## config.mk

```make
export PLATFORM = sky130hd
export DESIGN_NAME = stepper_homing_positioner_core
export DESIGN_NICKNAME = d
export VERILOG_FILES = /design/src/shp_pkg.sv /design/src/shp_step_logic.sv /design/src/stepper_homing_positioner_core.sv
export SDC_FILE = /design/constraint.sdc
export NUM_CORES = 1
export LEC_CHECK = 0
export BUFFER_PORTS_ARGS = -buffer_cell sky130_fd_sc_hd__buf_2
export CAP_MARGIN = 20
export CORE_UTILIZATION = 40
export CTS_BUF_LIST = sky130_fd_sc_hd__clkbuf_8
export DETAILED_ROUTE_END_ITERATION = 8
export GPL_TIMING_DRIVEN = 0
export PLACE_DENSITY = 0.59
export SLEW_MARGIN = 10
export SYNTH_ARGS = -nofsm -noshare
export SYNTH_HDL_FRONTEND = slang
export SYNTH_SLANG_ARGS = --single-unit
export TNS_END_PERCENT = 10
```

## constraint.sdc

```tcl
create_clock -name aclk -period 7.2 [get_ports aclk]
set_input_delay 1.44 -clock aclk [delete_from_list [all_inputs] [get_ports aclk]]
set_output_delay 1.44 -clock aclk [all_outputs]
set_load 0.03 [all_outputs]
```

## src/shp_pkg.sv

```systemverilog
// shared types, codes and helpers for the stepper homing / positioning core
// no dependencies; used by every module of the block
package shp_pkg;

    localparam int STEPS_PER_REV_DEF = 48;
    localparam int POS_W    = 6;
    localparam int OP_W     = 2;
    localparam int STEP_W   = 2;
    localparam int MODE_W   = 2;
    localparam int TGT_SPAN = 1 << POS_W;

    localparam logic [POS_W-1:0] OFFSET_RESET = 6'd12;

    // reported mode codes
    localparam logic [MODE_W-1:0] MODE_SEEK   = 2'd0;
    localparam logic [MODE_W-1:0] MODE_OFFSET = 2'd1;
    localparam logic [MODE_W-1:0] MODE_IDLE   = 2'd2;
    localparam logic [MODE_W-1:0] MODE_MOVE   = 2'd3;

    typedef enum logic [OP_W-1:0] {
        OP_TICK = 2'd0,
        OP_CAL  = 2'd1,
        OP_GOTO = 2'd2
    } op_t;

    typedef enum logic [STEP_W-1:0] {
        STEP_NONE  = 2'd0,
        STEP_LEFT  = 2'd1,
        STEP_RIGHT = 2'd2
    } step_t;

    typedef enum logic [3:0] {
        ST_SEEK   = 4'b0001,
        ST_OFFSET = 4'b0010,
        ST_IDLE   = 4'b0100,
        ST_MOVE   = 4'b1000
    } mode_state_t;

    typedef struct packed {
        mode_state_t st;
        step_t       step;
    } shp_ctl_t;

    function automatic logic [MODE_W-1:0] mode_code(input mode_state_t st);
        logic [MODE_W-1:0] code;
        unique case (st)
            ST_SEEK:   code = MODE_SEEK;
            ST_OFFSET: code = MODE_OFFSET;
            ST_IDLE:   code = MODE_IDLE;
            ST_MOVE:   code = MODE_MOVE;
            default:   code = MODE_SEEK;
        endcase
        return code;
    endfunction

    // elaboration-time remainder by repeated subtraction, feeds a constant table
    function automatic int mod_n(input int v, input int n);
        int r;
        r = v;
        for (int i = 0; i < TGT_SPAN; i++) begin
            if (r >= n) begin
                r = r - n;
            end
        end
        return r;
    endfunction

endpackage

```

## src/shp_step_logic.sv

```systemverilog
// next-state and step decision for one item, purely combinational
// depends on shp_pkg
module shp_step_logic #(
    parameter int STEPS_PER_REV = shp_pkg::STEPS_PER_REV_DEF,
    parameter int PW            = $clog2(STEPS_PER_REV)
) (
    input  logic [shp_pkg::OP_W-1:0]  op,
    input  logic [shp_pkg::POS_W-1:0] tgt_in,
    input  logic                      det,
    input  logic [shp_pkg::POS_W-1:0] offset_steps,
    input  shp_pkg::mode_state_t      st,
    input  logic [PW-1:0]             cur,
    input  logic [PW-1:0]             tgt,
    output shp_pkg::shp_ctl_t         ctl_next,
    output logic [PW-1:0]             cur_next,
    output logic [PW-1:0]             tgt_next
);

    localparam int CW = (PW > shp_pkg::POS_W) ? PW : shp_pkg::POS_W;

    logic [PW-1:0] tgt_tab [shp_pkg::TGT_SPAN];
    logic [CW-1:0] off_w;
    logic [CW-1:0] off_clamp;
    logic [CW-1:0] cur_w;
    logic [PW:0]   diff;
    logic [PW-1:0] cur_inc;
    logic [PW-1:0] cur_dec;

    // target reduced modulo the circle size, as a constant table
    for (genvar g = 0; g < shp_pkg::TGT_SPAN; g++) begin : g_tgt_tab
        assign tgt_tab[g] = PW'(shp_pkg::mod_n(g, STEPS_PER_REV));
    end

    assign off_w     = CW'(offset_steps);
    assign off_clamp = (off_w >= CW'(STEPS_PER_REV - 1)) ? CW'(STEPS_PER_REV - 1) : off_w;
    assign cur_w     = CW'(cur);

    // distance going right, modulo the circle
    assign diff = (tgt >= cur) ? ({1'b0, tgt} - {1'b0, cur})
                               : ({1'b0, tgt} + (PW+1)'(STEPS_PER_REV) - {1'b0, cur});

    assign cur_inc = (cur == PW'(STEPS_PER_REV - 1)) ? '0 : cur + PW'(1);
    assign cur_dec = (cur == '0) ? PW'(STEPS_PER_REV - 1) : cur - PW'(1);

    always_comb begin
        ctl_next.st   = st;
        ctl_next.step = shp_pkg::STEP_NONE;
        cur_next      = cur;
        tgt_next      = tgt;
        case (op)
            shp_pkg::OP_TICK: begin
                unique case (st)
                    shp_pkg::ST_SEEK: begin
                        if (det) begin
                            cur_next    = '0;
                            ctl_next.st = shp_pkg::ST_OFFSET;
                        end else begin
                            ctl_next.step = shp_pkg::STEP_LEFT;
                        end
                    end
                    shp_pkg::ST_OFFSET: begin
                        if (cur_w >= off_clamp) begin
                            cur_next    = '0;
                            tgt_next    = '0;
                            ctl_next.st = shp_pkg::ST_IDLE;
                        end else begin
                            ctl_next.step = shp_pkg::STEP_RIGHT;
                            cur_next      = cur_inc;
                        end
                    end
                    shp_pkg::ST_IDLE: begin
                        if (cur != tgt) begin
                            ctl_next.st = shp_pkg::ST_MOVE;
                        end
                    end
                    shp_pkg::ST_MOVE: begin
                        if (cur == tgt) begin
                            ctl_next.st = shp_pkg::ST_IDLE;
                        end else if (diff <= (PW+1)'(STEPS_PER_REV / 2)) begin
                            ctl_next.step = shp_pkg::STEP_RIGHT;
                            cur_next      = cur_inc;
                        end else begin
                            ctl_next.step = shp_pkg::STEP_LEFT;
                            cur_next      = cur_dec;
                        end
                    end
                    default: begin
                        ctl_next.st = shp_pkg::ST_SEEK;
                    end
                endcase
            end
            shp_pkg::OP_CAL: begin
                ctl_next.st = shp_pkg::ST_SEEK;
            end
            shp_pkg::OP_GOTO: begin
                tgt_next    = tgt_tab[tgt_in];
                ctl_next.st = shp_pkg::ST_MOVE;
            end
            default: begin
                // unused opcode leaves everything alone
            end
        endcase
    end

endmodule

```

## src/stepper_homing_positioner_core.sv

```systemverilog
// an input transfer reaches m_valid through the input register, then the result
// register; throughput one item per cycle while m_ready is high, set by the
// single pass through the step logic and its state registers.
// reset (aresetn low, synchronous): seeking home, position and target zero,
// offset_steps 12, both channels empty
// top level of the stepper homing / positioning core; depends on shp_pkg, shp_step_logic
module stepper_homing_positioner_core #(
    parameter int STEPS_PER_REV = shp_pkg::STEPS_PER_REV_DEF
) (
    input  logic                        aclk,
    input  logic                        aresetn,
    input  logic                        cfg_valid,
    output logic                        cfg_ready,
    input  logic [shp_pkg::POS_W-1:0]   cfg_offset_steps,
    input  logic                        s_valid,
    output logic                        s_ready,
    input  logic [shp_pkg::OP_W-1:0]    s_opcode,
    input  logic [shp_pkg::POS_W-1:0]   s_target_position,
    input  logic                        s_detector_active,
    output logic                        m_valid,
    input  logic                        m_ready,
    output logic [shp_pkg::STEP_W-1:0]  m_step_command,
    output logic [shp_pkg::MODE_W-1:0]  m_mode,
    output logic [shp_pkg::POS_W-1:0]   m_position,
    output logic                        m_busy_res
);

    localparam int PW = $clog2(STEPS_PER_REV);

    logic                        in_valid_reg;
    logic [shp_pkg::OP_W-1:0]    op_reg;
    logic [shp_pkg::POS_W-1:0]   tgt_in_reg;
    logic                        det_reg;
    logic [shp_pkg::POS_W-1:0]   offset_reg;
    shp_pkg::mode_state_t        st_reg;
    logic [PW-1:0]               cur_reg;
    logic [PW-1:0]               tgt_reg;
    logic                        out_valid_reg;
    logic [shp_pkg::STEP_W-1:0]  step_reg;
    logic [shp_pkg::MODE_W-1:0]  mode_reg;
    logic [shp_pkg::POS_W-1:0]   pos_reg;
    logic                        busy_reg;

    shp_pkg::shp_ctl_t ctl_next;
    logic [PW-1:0]     cur_next;
    logic [PW-1:0]     tgt_next;
    logic              advance;

    // the held item moves on when the result register is free or being drained
    assign advance   = in_valid_reg && (!out_valid_reg || m_ready);
    assign s_ready   = !in_valid_reg || advance;
    assign cfg_ready = 1'b1;

    shp_step_logic #(
        .STEPS_PER_REV(STEPS_PER_REV),
        .PW           (PW)
    ) u_step (
        .op          (op_reg),
        .tgt_in      (tgt_in_reg),
        .det         (det_reg),
        .offset_steps(offset_reg),
        .st          (st_reg),
        .cur         (cur_reg),
        .tgt         (tgt_reg),
        .ctl_next    (ctl_next),
        .cur_next    (cur_next),
        .tgt_next    (tgt_next)
    );

    always_ff @(posedge aclk) begin
        if (!aresetn) begin
            in_valid_reg  <= 1'b0;
            out_valid_reg <= 1'b0;
            offset_reg    <= shp_pkg::OFFSET_RESET;
            st_reg        <= shp_pkg::ST_SEEK;
            cur_reg       <= '0;
            tgt_reg       <= '0;
        end else begin
            if (cfg_valid && cfg_ready) begin
                offset_reg <= cfg_offset_steps;
            end
            if (s_valid && s_ready) begin
                in_valid_reg <= 1'b1;
            end else if (advance) begin
                in_valid_reg <= 1'b0;
            end
            if (advance) begin
                out_valid_reg <= 1'b1;
                st_reg        <= ctl_next.st;
                cur_reg       <= cur_next;
                tgt_reg       <= tgt_next;
            end else if (m_ready) begin
                out_valid_reg <= 1'b0;
            end
        end
    end

    // payload registers
    always_ff @(posedge aclk) begin
        if (s_valid && s_ready) begin
            op_reg     <= s_opcode;
            tgt_in_reg <= s_target_position;
            det_reg    <= s_detector_active;
        end
        if (advance) begin
            step_reg <= ctl_next.step;
            mode_reg <= shp_pkg::mode_code(ctl_next.st);
            pos_reg  <= shp_pkg::POS_W'(cur_next);
            busy_reg <= (ctl_next.st != shp_pkg::ST_IDLE);
        end
    end

    assign m_valid        = out_valid_reg;
    assign m_step_command = step_reg;
    assign m_mode         = mode_reg;
    assign m_position     = pos_reg;
    assign m_busy_res     = busy_reg;

endmodule

```

==> metrics.cfg, run 1 <==
[route]
dr.pass1.iters = 4
routedWlPerCell_um = 14.0
wirelength_mm = 6.62
route.vias.total = 2517
ant_nets = 0
drc = 0
via_per_inst = 5.34
drt_iter0_drc = 88

[critical_path]
cp_data_required_time_ns = 7.25
start_kind = flop
timing_worst_setup_path_type = reg -> reg
timing.rr.start = cur_reg[1]
startpoint = cur_reg[1]
worst-path-max-fanout = 10
end_kind = flop
cp.arrival_ns = 3.91

[sta]
period_share_pct = 53.7
skew_ns = 0.0115
slew_headroom_pct = 52.2
final_max_slew_viol_count = 0
setup_viol = 0
setup_tns_ns = 0
layout_setup_ws_ns = 3.33
hold_violations = 0
tightest_slew_ns = 0.711
layout_min_cycle_time_ns = 3.87
rsz0062_at_grt = false
fmax_ghz = 0.259

[clocking]
cts_hold_buffers = 0
ctsResizeCount = 0
path_clk_slew_ns = 0.09
cts_buffer_depth = 2
cts_made_buffers = 5
cts_tree = done
clockRootBuffer = clkbuf_8
cts_setup_buffers = 0
cts_sinks = 44
clkLatencyLatePin_ns = 0.30
cts_max_level = 2

[run]
max-cap-violations = 0

[synth]
syn_nets = 380
yosys.area.top_type = edfxtp_1
ys_seq_elements = 44
syn_inst = 333
synth-seq-area-share_pct = 35.4
yosys.cell_types.count = 68
async_flop_share_pct = 0
synth_area_leaders = edfxtp_1 20%, dfxtp_1 16%, ha_1 9.0%
syn_area_per_cell_um2 = 9.18
synth.top_cell.area_share_pct = 19.7
ys.flop_type = dfxtp_1
synth_area_um2 = 3060
yosys_warnings = 0
synth_edf_count = 20

[grt]
grt_pass1_vias = 2247
grt_usage_pct = 17.7
grt_overflow = 0
grt_pass1_wl_mm = 10.6
grt_max_degree = 21
grt_antenna_before_repair = 0

[placed_design]
dp_slack_ns = 3.33
port_buffers = 30
gp_congestion = 0.902
place.detailed.hpwl_mm = 5.18

[final_layout]
finalNetCount = 418
area_growth_pct = 14.3
drive_gt1_share_pct = 15.6
diodes = 0

[pwr]
leakagePower_nw = 1.38
powerDensity_nw_per_um2 = 178
vdd_drop_max_mv = 0.110
power_w = 0.000621

[min_path]
worstHoldStart = offset_reg[2]
hp-class = reg -> reg

[floorplan]
core_area_um2 = 7330
dieArea_um2 = 7990
fp.dieH_um = 89.4
die_w_um = 89.4
start_util_pct = 41.7
rows = 31
ios = 34

[status]
status = completed

==> through the flow <==
stage	utilization [%]	hold WS (ns)	std cells	cell area (um2)
CTS	47.6	0.488	470	3490
finish	47.7	0.485	471	3490
detailed placement	45.4	0.464	462	3330
global route	47.7	0.542	471	3490
global placement	45.4	0.465	462	3330
floorplan	-	0.442	333	3060
==> where the power goes <==
| part | internal (W) | total [W] | leakage (nW) | switching, W |
|---|---|---|---|---|
| combinational | 0.0000335 | 0.0000861 | 0.915 | 0.0000525 |
| sequential | 0.000271 | 0.000276 | 0.387 | 0.00000500 |
| clock | 0.000173 | 0.000259 | 0.0784 | 0.0000858 |
==> metal layers <==
layer | wire (um) | global-route usage (%)
met1 | 3210 | 24.2
met2 | 3010 | 28.1
met3 | 289 | 2.77
met4 | 107 | 6.93
met5 | 0 | 0
==> worst max-delay path: stages, from the launching register on <==
cell	delay, ns
dfxtp_1	0.59
inv_1	0.18
ha_1	0.37
ha_1	0.25
fa_1	0.41
xnor2_1	0.21
o21ai_0	0.10
mux2_1	0.31
o211ai_2	0.22
a21oi_2	0.14
o41a_1	0.42
o221ai_1	0.18
a21o_1	0.17
o21ai_1	0.07
==> cell type report <==
cell class / instances / area (um2)
buffer: 17 / 83.8
clock buffer: 5 / 68.8
clock inverter: 3 / 90.1
fill: 698 / 3840
inverter: 25 / 93.8
multi-input combinational: 247 / 1800
sequential: 44 / 1080
tap: 99 / 124
timing repair buffer: 31 / 155
==> Yosys cell counts (all sizes together) (3+ instances only) <==
cell / number
a21boi: 5
inv: 23
nand3: 11
a21oi: 24
o21a: 3
o211a: 3
ha: 22
o21ai: 21
edfxtp: 20
nand3b: 4
a211oi: 5
a21o: 6
mux2i: 8
o31ai: 4
o211ai: 4
dfxtp: 24
fa: 5
xor2: 5
a32oi: 5
buf: 5
clkbuf: 12
nand2: 26
nor2b: 10
nor2: 22
nor3: 8
nand2b: 5
xnor2: 6
==> logic make-up after synthesis <==
group | after synthesis | synth area share (%)
buffers and inverters | 42 | 5.81
flip-flops | 44 | 35.4
XOR/XNOR | 11 | 3.15
other | 1 | 0.123
multiplexers | 10 | 3.36
AND/OR/NAND/NOR | 100 | 16.8
adder cells (fa/ha/maj) | 27 | 12.3
AO/OA/AOI/OAI | 98 | 23.1
==> layout by cell type (no fill, tap or decap), types with 3 or more instances in the layout <==
cell and n:
nor2b_1 10, clkbuf_1 12, ha_1 22, buf_4 3, a21o_1 6, o21ai_0 14
xor2_1 5, nand3_1 11, o21a_1 3, nand3b_1 4, o21ai_1 6, a32oi_1 5
nor3_1 8, o31ai_1 4, bufinv_16 3, nand2b_1 5, clkbuf_8 5, o211a_1 3
mux2i_1 8, buf_2 31, xnor2_1 6, nand2_1 26, fa_1 5, o211ai_1 3
a21oi_1 22, dfxtp_1 24, a21boi_0 4, nor2_1 21, inv_1 23, edfxtp_1 20
==> worst paths after layout <==
check,endpoint,slack (ns),cells after the start
worst min-delay path,offset_reg[2],0.49,2
worst max-delay path,m_position[2],3.33,13
worst min register to register,offset_reg[2],0.49,2
worst max register to register,m_position[2],3.33,13
Note: power is estimated with default switching activity, not from simulation.
==> run 2, diff against run 1 <==
clock period = 4 ns   (was 7.2 ns; I/O delays follow)
==> run 2 against run 1 <==
Effect of this change:
- final area about the same
- hold slack barely moved
- sequential power rose by 80%
- clock-buffer cell count unchanged
- clock skew hardly changed
- core utilization hardly changed
- register-to-register slack worse by 3.1 ns
- non-clock buffer count unchanged
- wire length rose by 0.12%
- clock power increased by 81%
- die area did not move
- critical path depth fell by 1
==> metrics.cfg, run 2 (synthesis results as in run 1) <==
[min_path]
hp-class = reg -> reg

[clocking]
path_clk_slew_ns = 0.09
clkLatencyLatePin_ns = 0.30
cts_max_level = 2
cts_hold_buffers = 0
ctsResizeCount = 0
cts_buffer_depth = 2
clockRootBuffer = clkbuf_8
cts_setup_buffers = 0
cts_tree = done
cts_made_buffers = 5
cts_sinks = 44

[floorplan]
dieArea_um2 = 7990
core_area_um2 = 7330
fp.dieH_um = 89.4
rows = 31
ios = 34
die_w_um = 89.4
start_util_pct = 41.7

[placed_design]
port_buffers = 30
place.detailed.hpwl_mm = 5.18
dp_slack_ns = 0.126
gp_congestion = 0.902

[critical_path]
worst-path-max-fanout = 7
critical_path.top_delay_family = compound AO/OA/AOI/OAI gates
cp_data_required_time_ns = 4.05
start_kind = flop
crit_path_max_incr_delay_ns = 0.55
worstPathCellList = clkinv_1 > ha_1 > ha_1 > nor2_1 > a2bb2oi_2 > mux2_1 > o211ai_2 > a21oi_2 > o41a_1 > o221ai_1 > a21o_1 > o21ai_1
cpMostUsedCell = ha_1
timing_worst_setup_path_type = reg -> reg
path_buf_inv = 1
end_kind = flop
worst_path_max_delay_cell = dfxtp_1
cp.arrival_ns = 3.79

[sta]
layout_min_cycle_time_ns = 3.74
fmax_ghz = 0.267
skew_ns = 0.0113
final_max_slew_viol_count = 0
slew_headroom_pct = 52.2
tightest_slew_ns = 0.712
setup_tns_ns = 0
period_share_pct = 93.5
setup_viol = 0
rsz0062_at_grt = false
layout_setup_ws_ns = 0.260
hold_violations = 0

[final_layout]
finalNetCount = 418
ff_latch_area_um2 = 1080
final_cell_mix = 31 x buf_2, 26 x nand2_1, 23 x inv_1
area_growth_pct = 14.4
diodes = 0
nFillCells = 698
drive_gt1_share_pct = 16.1
final_common_cell = buf_2
fin_util_pct = 47.7
multi_input_area_um2 = 1800

[grt]
grt_pass1_wl_mm = 10.6
grt_usage_pct = 17.7
grt_overflow = 0
grt_pass1_vias = 2247
grt_max_degree = 21
grt_antenna_before_repair = 0

[pwr]
sw_frac_of_total_pct = 23.1
p_int_w = 0.000861
powerDensity_nw_per_um2 = 320
p_seq_share_pct = 44.4
p_comb_share_pct = 13.8
p_clk_share_pct = 41.8
leakagePower_nw = 1.38
vdd_drop_max_mv = 0.199
switching_power_w = 0.000259

[route]
via_per_inst = 5.34
routedWlPerCell_um = 14.1
route.vias.total = 2517
dr.pass1.iters = 5
ant_nets = 0
drt_iter0_drc = 89
drc = 0
wirelength_mm = 6.62

[run]
max-cap-violations = 0

[status]
status = completed

[run 2: changes by cell type in the layout (fill, tap and decap cells not counted)]
cell,delta
dfxtp_1,-2
dfxtp_2,+2
[run 2: metal layers]
layer	global-route usage [%]	wire [um]	vias to the layer above
met5	0	0	-
met4	6.93	112	0
met3	2.77	316	12
met2	28.1	3020	76
met1	24.2	3170	1153
li1	-	-	1276
[run 2: power groups by stage]
stage                     combinational, W  clock [W]  sequential, W
after detailed placement          0.000154          0       0.000507
after global routing              0.000170   0.000494       0.000499
after global placement            0.000152          0       0.000507
final                             0.000155   0.000468       0.000497
after floorplan                   0.000108          0       0.000515
after CTS                         0.000155   0.000478       0.000497
[run 2: path summary, 6_finish.rpt]
check | start | to | slack (ns) | depth (start not counted)
setup / recovery | cur_reg[3] | m_position[2] | 0.26 | 12
hold / removal | offset_reg[2] | offset_reg[2] | 0.49 | 2
setup reg to reg | cur_reg[3] | m_position[2] | 0.26 | 12
hold reg to reg | offset_reg[2] | offset_reg[2] | 0.49 | 2
[run 2: stage by stage]
| step | instance area [um2] | hold slack [ns] | std cells | total power, W |
|---|---|---|---|---|
| finish | 3500 | 0.485 | 471 | 0.00112 |
| CTS | 3490 | 0.488 | 470 | 0.00113 |
| global route | 3500 | 0.542 | 471 | 0.00116 |
| global placement | 3330 | 0.465 | 462 | 0.000659 |
| floorplan | 3060 | 0.442 | 333 | 0.000622 |
| detailed placement | 3330 | 0.464 | 462 | 0.000662 |
[run 2: worst min-delay path, cell delays in order, from the launching register on]
cell and delay [ns]:
dfxtp_1 0.34, mux2i_1 0.06, nand2_1 0.06
[run 2: cell type report]
cell class	count	area share, %
clock buffer	5	1.97
inverter	25	2.68
timing repair buffer	31	4.44
multi-input combinational	247	51.4
buffer	17	2.40
sequential	44	31.0
tap	99	3.54
clock inverter	3	2.58
==> run 3, diff against run 2 <==
ABC_AREA = 1   (was unset)
CORE_MARGIN = 1   (was unset)
==> run 3 against run 2 <==
Effect of this change:
- sequential share of layout area about the same
- hold slack worse by 0.0066 ns
- clock-buffer cell count unchanged
- worst setup slack better by 0.55 ns
- global-route usage increased by 1.1 points
- non-clock buffer count down 9
- total power increased by 6.1%
- combinational power increased to 2.5 times the previous value
- clock skew down 0.0059 ns
- final cell count increased by 22%
- via count grew 11%
- critical path type unchanged
==> metrics.cfg, run 3 <==
[sta]
setup_tns_ns = 0
rsz0062_at_grt = false
hold_violations = 0
layout_min_cycle_time_ns = 3.19
setup_viol = 0
period_share_pct = 79.8
skew_ns = 0.00539
slew_headroom_pct = 57.8
fmax_ghz = 0.313
final_max_slew_viol_count = 0
tightest_slew_ns = 0.628

[synth]
syn_area_per_cell_um2 = 7.18
synth_area_leaders = edfxtp_1 19%, dfxtp_1 15%, nand2_1 12%
async_flop_share_pct = 0
synth_area_um2 = 3120
synth-seq-area-share_pct = 34.7
synth.top_cell.area_share_pct = 19.3
yosysMostFrequentCell = nand2_1
ys_seq_elements = 44
syn_inst = 434
yosys_warnings = 0
synth.top_cells.by_count = 97 x nand2_1, 74 x inv_1, 43 x nand3_1, 36 x nor2_1, 29 x a21oi_1
yosys.area.top_type = edfxtp_1
yosys.cell_types.count = 38
syn_nets = 481
ys.flop_type = dfxtp_1
synth_edf_count = 20

[clocking]
cts_made_buffers = 5
cts_tree = done
path_clk_slew_ns = 0.09
clockRootBuffer = clkbuf_8
clkLatencyLatePin_ns = 0.30
cts_sinks = 44
ctsResizeCount = 0
cts_max_level = 2
cts_buffer_depth = 2
cts_hold_buffers = 0
cts_setup_buffers = 0

[floorplan]
die_w_um = 90.3
core_area_um2 = 7410
start_util_pct = 42.1
dieArea_um2 = 8150
rows = 31
fp.dieH_um = 90.3
ios = 34

[final_layout]
nFillCells = 780
final_cells = 573
ff_latch_area_um2 = 1080
area_growth_pct = 11.9
finalNetCount = 520
multi_input_area_um2 = 1710
drive_gt1_share_pct = 12.7
final_cell_mix = 97 x nand2_1, 74 x inv_1, 43 x nand3_1, 36 x nor2_1, 34 x buf_2
final_common_cell = nand2_1
diodes = 0

[placed_design]
placedCellCount = 565
port_buffers = 32
gp_congestion = 0.859
place.detailed.hpwl_mm = 5.61

[pwr]
vdd_drop_max_mv = 0.212
power_w = 0.00119
powerDensity_nw_per_um2 = 340
leakagePower_nw = 1.76

[min_path]
hp-class = reg -> reg

[critical_path]
cp_data_required_time_ns = 4.20
timing_worst_setup_path_type = reg -> reg
worst-path-max-fanout = 8
start_kind = flop
end_kind = flop
rrSetupSlack_ns = 0.81
cp.arrival_ns = 3.40

[grt]
grt_overflow = 0
grt_pass1_wl_mm = 12.4
grt_pass1_vias = 2768
grt_antenna_before_repair = 0
grt_usage_pct = 18.8
grt_max_degree = 21

[route]
dr.pass1.iters = 4
routedWlPerCell_um = 12.2
ant_nets = 0
drc = 0
drt_iter0_drc = 131
via_per_inst = 4.89
wirelength_mm = 7.00
route.vias.total = 2800

[status]
status = completed

[run]
max-cap-violations = 0

run 3: changes by cell type after synthesis, moves of 7 or more:
cell	change
clkbuf_1	-8
o21ai_0	+10
nor2_1	+15
nand3_1	+32
a21oi_1	+7
mux2i_1	-8
nand2_1	+71
inv_1	+51
nor2b_1	-10
run 3: cells by family (layout without fill, tap and decap cells):
group	count (synthesis)	after routing	share of synthesized area, %
AOI/OAI and AO/OA	68	68	12.0
buffers and inverters	85	125	10.4
other	1	1	0.120
adders and majority gates	27	27	12.0
xor gates and xnor gates	2	2	0.562
DFF	44	44	34.7
and+or+nand+nor	207	207	30.1
run 3: area by class of cell:
| type | instances | area share [%] |
|---|---|---|
| Buffer | 7 | 0.933 |
| Clock buffer | 5 | 1.97 |
| Clock inverter | 3 | 0.538 |
| Inverter | 78 | 8.39 |
| Multi-Input combinational cell | 305 | 49.0 |
| Sequential cell | 44 | 31.0 |
| Tap cell | 99 | 3.55 |
| Timing Repair Buffer | 32 | 4.59 |
run 3: critical path: stages (launching register included):
cell and delay (ns):
dfxtp_1 0.59, inv_1 0.22, ha_1 0.38, ha_1 0.26
fa_1 0.41, xor2_1 0.17, nor2_1 0.09, nand3_1 0.11
nand2_1 0.08, nand2_1 0.08, nand3_4 0.15, nand3_1 0.09
nand3_1 0.09, nand2_1 0.06, nand2_1 0.07, nand3_1 0.11
nand2_1 0.10, inv_1 0.04
run 3: worst paths after layout:
kind,start,to,cells past startpoint
setup reg to reg,cur_reg[1],cur_reg[4],17
hold reg to reg,offset_reg[4],offset_reg[4],2
setup / recovery,cur_reg[1],cur_reg[4],17
hold / removal,offset_reg[4],offset_reg[4],2
run 3: layer usage:
metal | global-route usage (%) | vias up | part of all wire [%]
li1 | - | 1488 | -
met1 | 23.5 | 1249 | 48
met2 | 33.3 | 54 | 47
met3 | 2.69 | 9 | 3.9
met4 | 5.78 | 0 | 1.5
met5 | 0 | - | 0
run 3: metrics by stage:
stage / setup WS [ns] / hold WS [ns] / util, % / instance area, um2
detailed placement: 0.770 / 0.465 / 45.9 / 3400
floorplan: 1.32 / 0.440 / - / 3120
CTS: 0.753 / 0.479 / 47.1 / 3490
global placement: 0.797 / 0.467 / 45.9 / 3400
finish: 0.807 / 0.479 / 47.1 / 3490
global route: 0.519 / 0.519 / 47.1 / 3490
run 3: report_power, final:
group	total (W)	internal (W)	switching, W
Combinational	0.000389	0.000134	0.000255
Sequential	0.000518	0.000498	0.0000206
Clock	0.000281	0.000121	0.000160
Total	0.00119	0.000752	0.000436
